--- src/rtl/core/aapr_pkg.sv ---
// aapr_pkg: shared types and constants of the axis-angle point rotation unit.
// No dependencies; imported by aapr_matrix, aapr_lane and the top level.
package aapr_pkg;

	// configuration port
	localparam int CFG_IDX_W = 4;

	localparam logic [CFG_IDX_W-1:0] REG_COS      = 4'd0;
	localparam logic [CFG_IDX_W-1:0] REG_SIN      = 4'd1;
	localparam logic [CFG_IDX_W-1:0] REG_CENTER_X = 4'd2;
	localparam logic [CFG_IDX_W-1:0] REG_CENTER_Y = 4'd3;
	localparam logic [CFG_IDX_W-1:0] REG_CENTER_Z = 4'd4;
	localparam logic [CFG_IDX_W-1:0] REG_AXIS_X   = 4'd5;
	localparam logic [CFG_IDX_W-1:0] REG_AXIS_Y   = 4'd6;
	localparam logic [CFG_IDX_W-1:0] REG_AXIS_Z   = 4'd7;

	// matrix derivation sequence: 3 sine products, then 6 symmetric pairs
	// of (n_i*n_j, then *(1-cos))
	localparam int NUM_STEPS = 15;
	localparam int STEP_W    = 4;
	localparam int SN_STEPS  = 3;

	typedef enum logic [1:0] {
		MX_IDLE,
		MX_MUL,
		MX_RND
	} mx_state_t;

	typedef enum logic [1:0] {
		OP_SN,
		OP_NN,
		OP_T
	} op_t;

	// per-stage load enables handed to each row lane
	typedef struct packed {
		logic en_s2;
		logic en_s3;
		logic en_s4;
	} lane_ctl_t;

	// upper-triangle pair order: 00 01 02 11 12 22
	function automatic logic [1:0] pair_i(input logic [2:0] p);
		logic [1:0] r;
		unique case (p)
			3'd0, 3'd1, 3'd2: r = 2'd0;
			3'd3, 3'd4:       r = 2'd1;
			default:          r = 2'd2;
		endcase
		return r;
	endfunction

	function automatic logic [1:0] pair_j(input logic [2:0] p);
		logic [1:0] r;
		unique case (p)
			3'd0:       r = 2'd0;
			3'd1:       r = 2'd1;
			3'd2:       r = 2'd2;
			3'd3:       r = 2'd1;
			3'd4:       r = 2'd2;
			default:    r = 2'd2;
		endcase
		return r;
	endfunction

endpackage

--- src/rtl/core/aapr_matrix.sv ---
// aapr_matrix: derives the Rodrigues rotation matrix with one shared multiplier.
// Depends on aapr_pkg (state/op enums, step constants, pair decode).
module aapr_matrix #(
	parameter int COEF_FRAC_BITS = 30
) (
	input  logic                            clk,
	input  logic                            arst_n,
	input  logic                            start,
	input  logic signed [COEF_FRAC_BITS+1:0] cos_c,
	input  logic signed [COEF_FRAC_BITS+1:0] sin_c,
	input  logic signed [COEF_FRAC_BITS+1:0] axis [3],
	output logic                            busy,
	output logic signed [COEF_FRAC_BITS+1:0] mat [9]
);
	import aapr_pkg::*;

	localparam int F   = COEF_FRAC_BITS;
	localparam int CW  = COEF_FRAC_BITS + 2;
	localparam int PW  = 2 * CW;
	localparam int RW  = PW + 1;
	localparam int OW  = CW + 1;
	localparam int EW  = CW + 2;

	localparam logic signed [RW-1:0] RND_HALF = RW'(1) <<< (F - 1);
	localparam logic signed [RW-1:0] RMAX     = (RW'(1) <<< (CW - 1)) - RW'(1);
	localparam logic signed [RW-1:0] RMIN     = -(RW'(1) <<< (CW - 1));
	localparam logic signed [OW-1:0] OMAX     = (OW'(1) <<< (CW - 1)) - OW'(1);
	localparam logic signed [OW-1:0] OMIN     = -(OW'(1) <<< (CW - 1));
	localparam logic signed [EW-1:0] EMAX     = (EW'(1) <<< (CW - 1)) - EW'(1);
	localparam logic signed [EW-1:0] EMIN     = -(EW'(1) <<< (CW - 1));
	localparam logic signed [CW-1:0] ONE      = CW'(1) <<< F;

	mx_state_t state_q, state_nxt;
	logic [STEP_W-1:0] step_q;
	logic              mul_en, rnd_en, last_step;

	logic signed [CW-1:0] mat_q [9];
	logic signed [CW-1:0] sn_q  [3];
	logic signed [CW-1:0] nn_q;
	logic signed [PW-1:0] prod_q;

	// step decode
	op_t               op;
	logic [STEP_W-1:0] pstep;
	logic [2:0]        pair;
	logic [1:0]        pi, pj, sk;
	logic [3:0]        idx_ij, idx_ji;

	logic signed [OW-1:0] omc_w;
	logic signed [CW-1:0] omc;
	logic signed [CW-1:0] op_a, op_b;
	logic signed [RW-1:0] rnd, rq;
	logic signed [CW-1:0] rs;
	logic signed [EW-1:0] u, e1, e2;
	logic signed [CW-1:0] e1_s, e2_s;

	assign last_step = (step_q == STEP_W'(NUM_STEPS - 1));

	always_comb begin
		pstep = step_q - STEP_W'(SN_STEPS);
		pair  = pstep[3:1];
		pi    = pair_i(pair);
		pj    = pair_j(pair);
		sk    = 2'd3 - pi - pj;
		if (step_q < STEP_W'(SN_STEPS)) begin
			op = OP_SN;
		end else if (pstep[0]) begin
			op = OP_T;
		end else begin
			op = OP_NN;
		end
		idx_ij = 4'({2'b00, pi} * 4'd3) + 4'({2'b00, pj});
		idx_ji = 4'({2'b00, pj} * 4'd3) + 4'({2'b00, pi});
	end

	// 1 - cos, saturated
	always_comb begin
		omc_w = (OW'(1) <<< F) - OW'(cos_c);
		if (omc_w > OMAX) begin
			omc = OMAX[CW-1:0];
		end else if (omc_w < OMIN) begin
			omc = OMIN[CW-1:0];
		end else begin
			omc = omc_w[CW-1:0];
		end
	end

	always_comb begin
		unique case (op)
			OP_SN: begin
				op_a = sin_c;
				op_b = axis[step_q[1:0]];
			end
			OP_NN: begin
				op_a = axis[pi];
				op_b = axis[pj];
			end
			default: begin
				op_a = nn_q;
				op_b = omc;
			end
		endcase
	end

	// round half up at F, saturate to coefficient width
	always_comb begin
		rnd = RW'(prod_q) + RND_HALF;
		rq  = rnd >>> F;
		if (rq > RMAX) begin
			rs = RMAX[CW-1:0];
		end else if (rq < RMIN) begin
			rs = RMIN[CW-1:0];
		end else begin
			rs = rq[CW-1:0];
		end
	end

	// add cos on the diagonal, +/- sin*n_k off it
	always_comb begin
		if (pi == pj) begin
			u = EW'(cos_c);
		end else if ((pj - pi) == 2'd1) begin
			u = -EW'(sn_q[sk]);
		end else begin
			u = EW'(sn_q[sk]);
		end
		e1 = EW'(rs) + u;
		e2 = EW'(rs) - u;
		if (e1 > EMAX) begin
			e1_s = EMAX[CW-1:0];
		end else if (e1 < EMIN) begin
			e1_s = EMIN[CW-1:0];
		end else begin
			e1_s = e1[CW-1:0];
		end
		if (e2 > EMAX) begin
			e2_s = EMAX[CW-1:0];
		end else if (e2 < EMIN) begin
			e2_s = EMIN[CW-1:0];
		end else begin
			e2_s = e2[CW-1:0];
		end
	end

	always_comb begin
		state_nxt = state_q;
		if (start) begin
			state_nxt = MX_MUL;
		end else begin
			unique case (state_q)
				MX_IDLE: state_nxt = MX_IDLE;
				MX_MUL:  state_nxt = MX_RND;
				MX_RND:  state_nxt = last_step ? MX_IDLE : MX_MUL;
				default: state_nxt = MX_IDLE;
			endcase
		end
	end

	always_comb begin
		mul_en = 1'b0;
		rnd_en = 1'b0;
		busy   = 1'b1;
		unique case (state_q)
			MX_IDLE: busy   = 1'b0;
			MX_MUL:  mul_en = 1'b1;
			MX_RND:  rnd_en = !start;
			default: busy   = 1'b0;
		endcase
	end

	always_ff @(posedge clk or negedge arst_n) begin
		if (!arst_n) begin
			state_q <= MX_IDLE;
			step_q  <= '0;
		end else begin
			state_q <= state_nxt;
			if (start) begin
				step_q <= '0;
			end else if (rnd_en) begin
				step_q <= step_q + STEP_W'(1);
			end
		end
	end

	always_ff @(posedge clk) begin
		if (mul_en) begin
			prod_q <= PW'(op_a) * PW'(op_b);
		end
		if (rnd_en && op == OP_SN) begin
			sn_q[step_q[1:0]] <= rs;
		end
		if (rnd_en && op == OP_NN) begin
			nn_q <= rs;
		end
	end

	always_ff @(posedge clk or negedge arst_n) begin
		if (!arst_n) begin
			for (int i = 0; i < 9; i++) begin
				mat_q[i] <= (i % 4 == 0) ? ONE : '0;
			end
		end else if (rnd_en && op == OP_T) begin
			mat_q[idx_ij] <= e1_s;
			if (pi != pj) begin
				mat_q[idx_ji] <= e2_s;
			end
		end
	end

	assign mat = mat_q;

endmodule

--- config.mk ---
export PLATFORM = sky130hd
export DESIGN_NAME = aapr_matrix
export DESIGN_NICKNAME = d
export VERILOG_FILES = /design/src/rtl/core/aapr_pkg.sv /design/src/rtl/core/aapr_matrix.sv
export SDC_FILE = /design/constraint.sdc
export NUM_CORES = 2
export LEC_CHECK = 0
export ABC_AREA = 0
export BUFFER_PORTS_ARGS = -buffer_cell sky130_fd_sc_hd__buf_2
export CAP_MARGIN = 20
export CORE_MARGIN = 1
export CORE_UTILIZATION = 50
export CTS_BUF_LIST = sky130_fd_sc_hd__clkbuf_4 sky130_fd_sc_hd__clkbuf_8
export CTS_CLUSTER_DIAMETER = 50
export CTS_CLUSTER_SIZE = 25
export DETAILED_ROUTE_END_ITERATION = 12
export PLACE_DENSITY = 0.78
export SYNTH_ARGS = -nofsm -noshare
export SYNTH_HDL_FRONTEND = slang
export SYNTH_SLANG_ARGS = --single-unit
--- constraint.sdc ---
create_clock -name clk -period 14.1 [get_ports clk]
set_clock_uncertainty 0.05 [all_clocks]
set_input_delay 1.41 -clock clk [delete_from_list [all_inputs] [get_ports clk]]
set_output_delay 1.41 -clock clk [all_outputs]
set_load 0.01 [all_outputs]
* Yosys cells after proc, flatten, opt, wreduce, memory -nomap -nowiden
Memories as Yosys holds them, arrays and structs flattened.
Cells that the tools add are included.
W data, S select, Z words.
** Storage, ports and cells
- Input bits :: 163
- Logic and storage cells :: 117
- Bits in latches :: 0
- Output and inout bits :: 289
- RAM bits :: 96
- Memories :: 1
- Memory bits (read-only) :: 0
- Flip-flop bits (word level) :: 390
** Cells by class
- Add/sub/neg operators :: 12
- Multipliers :: 3
- Muxes and demuxes :: 42
- Bitwise logic cells :: 5
- Order comparisons :: 16
- Reductions and logical operators :: 13
- Equal/unequal tests :: 12
- Shifts and indexed selects :: 0
- Div/mod/pow operators :: 0
** Memory list
- sn_q :: depth 3, bits a word 32, read ports 1, clocked after memory_dff 0, write ports 1, line aapr_matrix.sv:38 : logic signed [CW-1:0] sn_q [3];
** Operators with widths (count)
- $bwmux W288 :: 2
- $mux W32 :: 16
- $mux W288 :: 1
- $demux W32 S4 :: 2
- $bmux W32 S2 :: 3
- $pmux W32 S2 :: 2
- $gt A34 B32 Y1 const B :: 2
- $lt A34 B32 Y1 const B :: 2
- $mux W34 :: 2
- $add A64 B31 Y65 const B :: 1
- $mul A32 B32 Y64 :: 1
- $gt A35 B32 Y1 const B :: 1
- $lt A35 B32 Y1 const B :: 1
- $add A32 B34 Y34 :: 1
- $neg A32 Y34 :: 1
- $sub A32 B34 Y34 :: 1
- $gt A33 B32 Y1 const B :: 1
- $lt A33 B32 Y1 const B :: 1
- $sub A32 B32 Y33 const A :: 1
- $pmux W2 S2 :: 3
- $ge A5 B5 Y1 const B :: 2
- $lt A5 B1 Y1 const B :: 2
- $not A4 Y5 :: 2
- $ge A3 B3 Y1 const B :: 3
- other kinds (26) :: 49

* Logic depth before layout (Yosys ltp)
An unclocked memory read counts as a cell.
- Depth in word-level cells :: 17
- Depth in mapped cells :: 47
- Mapped depth without buffers :: 41

* Worst setup path after synthesis
OpenSTA, ideal clock, no wires.
- Path kind :: input port to flip-flop
- Start :: input cos_c[1]
- End :: register prod_q[59], data pin
- Setup time :: 261 ps
- Setup slack :: 2745 ps
- Stages :: 39
- Path buffers :: 4
- Data required time :: 13789 ps
- Data arrival time :: 11044 ps
- Cell sequence :: inv_1 -> ha_1 -> or4b_1 -> nor3_2 -> nand3_1 -> xor2_1 -> nand2_1 -> nor4b_1 -> o2111ai_1 -> a21boi_2 -> nand2b_1 -> buf_2 -> buf_6 -> buf_4 -> o32a_1 -> nand2_1 -> inv_1 -> fa_1 -> [... 3 more ...] -> fa_1 -> fa_1 -> inv_1 -> fa_1 -> inv_1 -> fa_1 -> inv_1 -> fa_1 -> inv_1 -> fa_1 -> ha_1 -> clkbuf_1 -> nand4_1 -> nor3_1 -> a221oi_2 -> a21oi_1 -> nor4_1 -> a311o_1
** Between the ends
- Cells in the longest elaborated chain, start to end :: 6
- Elaborated cells on any way between the ends :: 7
- Those cells by class :: 1 x add/sub; 1 x mul; 2 x order compare; 3 x mux
** Ends and longest elaborated chain
- from (decl) :: line aapr_matrix.sv:9 : input logic signed [COEF_FRAC_BITS+1:0] cos_c,
- $sub A32 B32 Y33 (*) :: line aapr_matrix.sv:78 : omc_w = (OW'(1) <<< F) - OW'(cos_c);
- $lt A33 B32 Y1 :: line aapr_matrix.sv:81 : end else if (omc_w < OMIN) begin
- $mux W32 :: line aapr_matrix.sv:81
- $mux W32 (*) :: line aapr_matrix.sv:79 : if (omc_w > OMAX) begin
- $pmux W32 S2 (*) :: line aapr_matrix.sv:89 : unique case (op)
- $mul A32 B32 Y64 (*) :: line aapr_matrix.sv:187 : prod_q <= PW'(op_a) * PW'(op_b);
- to (signal assigned) :: line aapr_matrix.sv:187
- to (decl) :: line aapr_matrix.sv:40 : logic signed [PW-1:0] prod_q;
Every way passes the cells marked *; elsewhere a longest branch is shown, timed or not.
A chain may end at the register's enable or synchronous reset.

* Final worst setup path
- Start :: register step_q[1]
- End :: register prod_q[62], data pin
** Between the ends
- Cells in the longest elaborated chain, start to end :: 10
- Elaborated cells on any way between the ends :: 30
- Those cells by class :: 1 x add/sub; 1 x mul; 1 x order compare; 5 x eq/ne; 14 x mux; 3 x bitwise; 5 x reduce/logical
** Ends and longest elaborated chain
- from (decl) :: line aapr_matrix.sv:34 : logic [STEP_W-1:0] step_q;
- from (signal assigned) :: line aapr_matrix.sv:180 : step_q <= step_q + STEP_W'(1);
- $sub A4 B2 Y4 :: line aapr_matrix.sv:60 : pstep = step_q - STEP_W'(SN_STEPS);
- $eq A3 B1 Y1, or another cell as far along :: line aapr_pkg.sv:45, aapr_pkg.sv:55
- $reduce_or A3 Y1, or another cell as far along :: line aapr_pkg.sv:45 : unique case (p)
- $pmux W2 S2, on equally long branches :: line aapr_pkg.sv:45, aapr_pkg.sv:55
- $not A2 Y3, on equally long branches :: line aapr_matrix.sv:95, aapr_matrix.sv:96
- $bmux W32 S2, on equally long branches :: line aapr_matrix.sv:95, aapr_matrix.sv:96
- $mux W32, on equally long branches (2 in a row) :: line aapr_matrix.sv:95, aapr_matrix.sv:96
- $pmux W32 S2 :: line aapr_matrix.sv:89
- $mul A32 B32 Y64 (*) :: line aapr_matrix.sv:187
Every way passes the cells marked *; elsewhere a longest branch is shown, timed or not. The select of a mux whose other input is x is not followed.

==> flow_metrics.tcl <==
set metrics [dict create \
    synth-edff-count 163 \
    setup_slack_ns 1.021 \
    fmax_mhz 76.46 \
    drtIter0Drc 7187 \
    ctsHoldBuffers 0 \
    maxCapViolations 0 \
    min_path_cells 1 \
    drt.antenna.violating_nets 0 \
    die_w_um 358.5 \
    slowest_stage "a21oi_1" \
    clock_path_buffers 3 \
    rrSetupSlack_ns 1.02 \
    min_path_type "flop to flop" \
    first_global_vias 57080 \
    synthTopCellsByArea "fa_1 (34%), dfrtp_1 (11%), edfxtp_1 (7.7%)" \
    worstHoldStart "mat[119]" \
    ioPinCount 452 \
    hold_viol 0 \
    fp.dieArea_um2 128500 \
    drive_above_1_share 0.1280 \
    fin_crit_ns 13.08 \
    grt-ovfl-total 0 \
    critPathRequiredTime_ns 14.47 \
    setup_viol 0 \
    cts_tree "done" \
    wl_met3_um 38180 \
    viasPerCell 6.265 \
    synth_nets 8460 \
    wl_met2_um 108500 \
    start_kind "flop" \
    crit_path_end_kind "flop" \
    syn_area_per_cell_um2 9.139 \
    grt_pass1_wl_um 370200 \
    numCtsBuffers 36 \
    crit_path_max_incr_delay_ns 0.95 \
    maxSlewHeadroom 0.1636 \
    firstDrtPassIters 9 \
    wire_per_inst_um 28.44 \
    yosysTopAreaCellShare 0.3416 \
    numPortBuffers 451 \
    clk_latency_ns 0.70 \
    hold_end "mat[119]" \
    place_ws_ns 0.7429 \
    core_area_um2 125900 \
    worstRegToRegCells 36 \
    worstMarginPinSlew_ns 1.246 \
    cts_sinks 457 \
    routed_wl_um 255200 \
    antenna_found_initial 66 \
    final_common_cell "fa_1" \
    rsz0062_at_grt "false" \
    ys_ff_latch 457 \
    cts_setup_buffers 0 \
    status "finished clean" \
    cpMostUsedCell "fa_1" \
    yosys.area.top_type "fa_1" \
    critPathMaxFanout 35 \
    initial_utilization 0.5046 \
    timing.final.crit_share 0.9276 \
    fin_nets 8770 \
    grt_usage 0.3962 \
    drt-met1-wl_um 87850 \
    crit_type "flop to flop" \
    place_congestion 1.092 \
    regToRegEndpoint "prod_q[62]" \
    arrival_ns 13.45 \
    yosys_warnings 0 \
    slew_viol_final 0 \
    drc 0 \
    path_clk_slew_ns 0.14 \
    final.setup.tns_ns 0 \
    synthArstFlopShare 0.6433 \
    die_y_um 358.5 \
    grt_max_degree 173 \
    top_layer_used "met5" \
    synth_area_um2 63530 \
    post-route-util 0.5503 \
    rows 130 \
    cts-resized-gates 0 \
    ys.flop_type "dfrtp_1" \
    ys_seq_area_frac 0.1929 \
    syn_inst 6951 \
    synth.distinct_cells 105 \
    dp_hpwl_um 201200 \
    root_buffer "clkbuf_8" \
    num_vias 56240 \
    final_cell_mix "fa_1 (1084), inv_1 (1075), nor2_1 (1001), nand2_1 (687), buf_2 (451)" \
    htree_levels 2 \
    areaGrowthSynthToFinish_pct 9.046 \
    crit-reg2reg-launch "step_q[1]" \
]
-- sequential cells by signal (all words and copies together), names as in the netlist --
register	flops
mat	288
nn_q	32
prod_q	35
sn_q	96
state_q	2
step_q	4
-- worst max-delay path, delay by kind of cell (launching register included) --
family,cells,cell delay [ns]
xor+xnor,1,0.15
fa+ha+maj,10,5.07
compound gates,9,3.53
flops,1,0.52
simple gates,9,1.98
buf+inv,7,1.44
-- routing by layer --
| metal | vias up | track usage |
|---|---|---|
| met3 | 1086 | 0.1654 |
| met2 | 4280 | 0.5924 |
| li1 | 23130 | - |
| met4 | 42 | 0.2652 |
| met5 | - | 0 |
| met1 | 27700 | 0.4659 |
-- cell families after synthesis --
kind of cell	after synthesis	synth area share
AO/OA/AOI/OAI	1202	0.1337
XOR/XNOR	212	0.03000
adder cells (fa/ha/maj)	1346	0.3932
buffers and inverters	1486	0.09056
flip-flops	457	0.1929
multiplexers	86	0.01400
AND/OR/NAND/NOR	2162	0.1456
-- synthesized netlist by cell type, drive strengths merged (52+ instances only) --
master / count
xor2: 78
nand2b: 76
inv: 1077
a21oi: 286
a21o: 79
o22ai: 73
fa: 1084
nor2: 1022
clkbuf: 265
nor3: 78
mux2i: 66
a221oi: 222
buf: 143
nand2: 688
o21a: 52
edfxtp: 163
o21ai: 219
nand3: 54
ha: 262
dfrtp: 291
xnor2: 134
-- final cells by class --
| class | instances | area (um^2) |
|---|---|---|
| Antenna cell | 39 | 97.59 |
| Clock buffer | 38 | 510.5 |
| Clock inverter | 26 | 402.9 |
| Fill cell | 11350 | 56620 |
| Inverter | 1078 | 4046 |
| Multi-Input combinational cell | 5008 | 45830 |
| Sequential cell | 457 | 12260 |
| Tap cell | 1650 | 2064 |
| Timing Repair Buffer | 680 | 4064 |
-- worst max-delay path by stage --
stage	start	to	slack [ns]	cells past startpoint
floorplan	cos_c[1]	prod_q[59]	2.75	39
global placement	cos_c[0]	prod_q[62]	0.95	39
detailed placement	cos_c[0]	prod_q[62]	0.74	39
CTS	cos_c[0]	prod_q[59]	1.46	39
global route	cos_c[0]	prod_q[59]	0.75	37
finish	step_q[1]	prod_q[62]	1.02	36
-- metrics by stage --
step | hold WS [ns] | std cells | area, um^2
2_1_floorplan | 0.4651 | 6951 | 63530
3_3_place_gp | 0.4069 | 8862 | 68120
3_5_place_dp | 0.4139 | 8867 | 68160
4_1_cts | 0.4400 | 8931 | 69080
5_1_grt | 0.4545 | 8949 | 69210
6_report | 0.4387 | 8976 | 69280
Power is not shown: default switching activity piles up to over one toggle a cycle in this logic, so the estimate is an artifact.
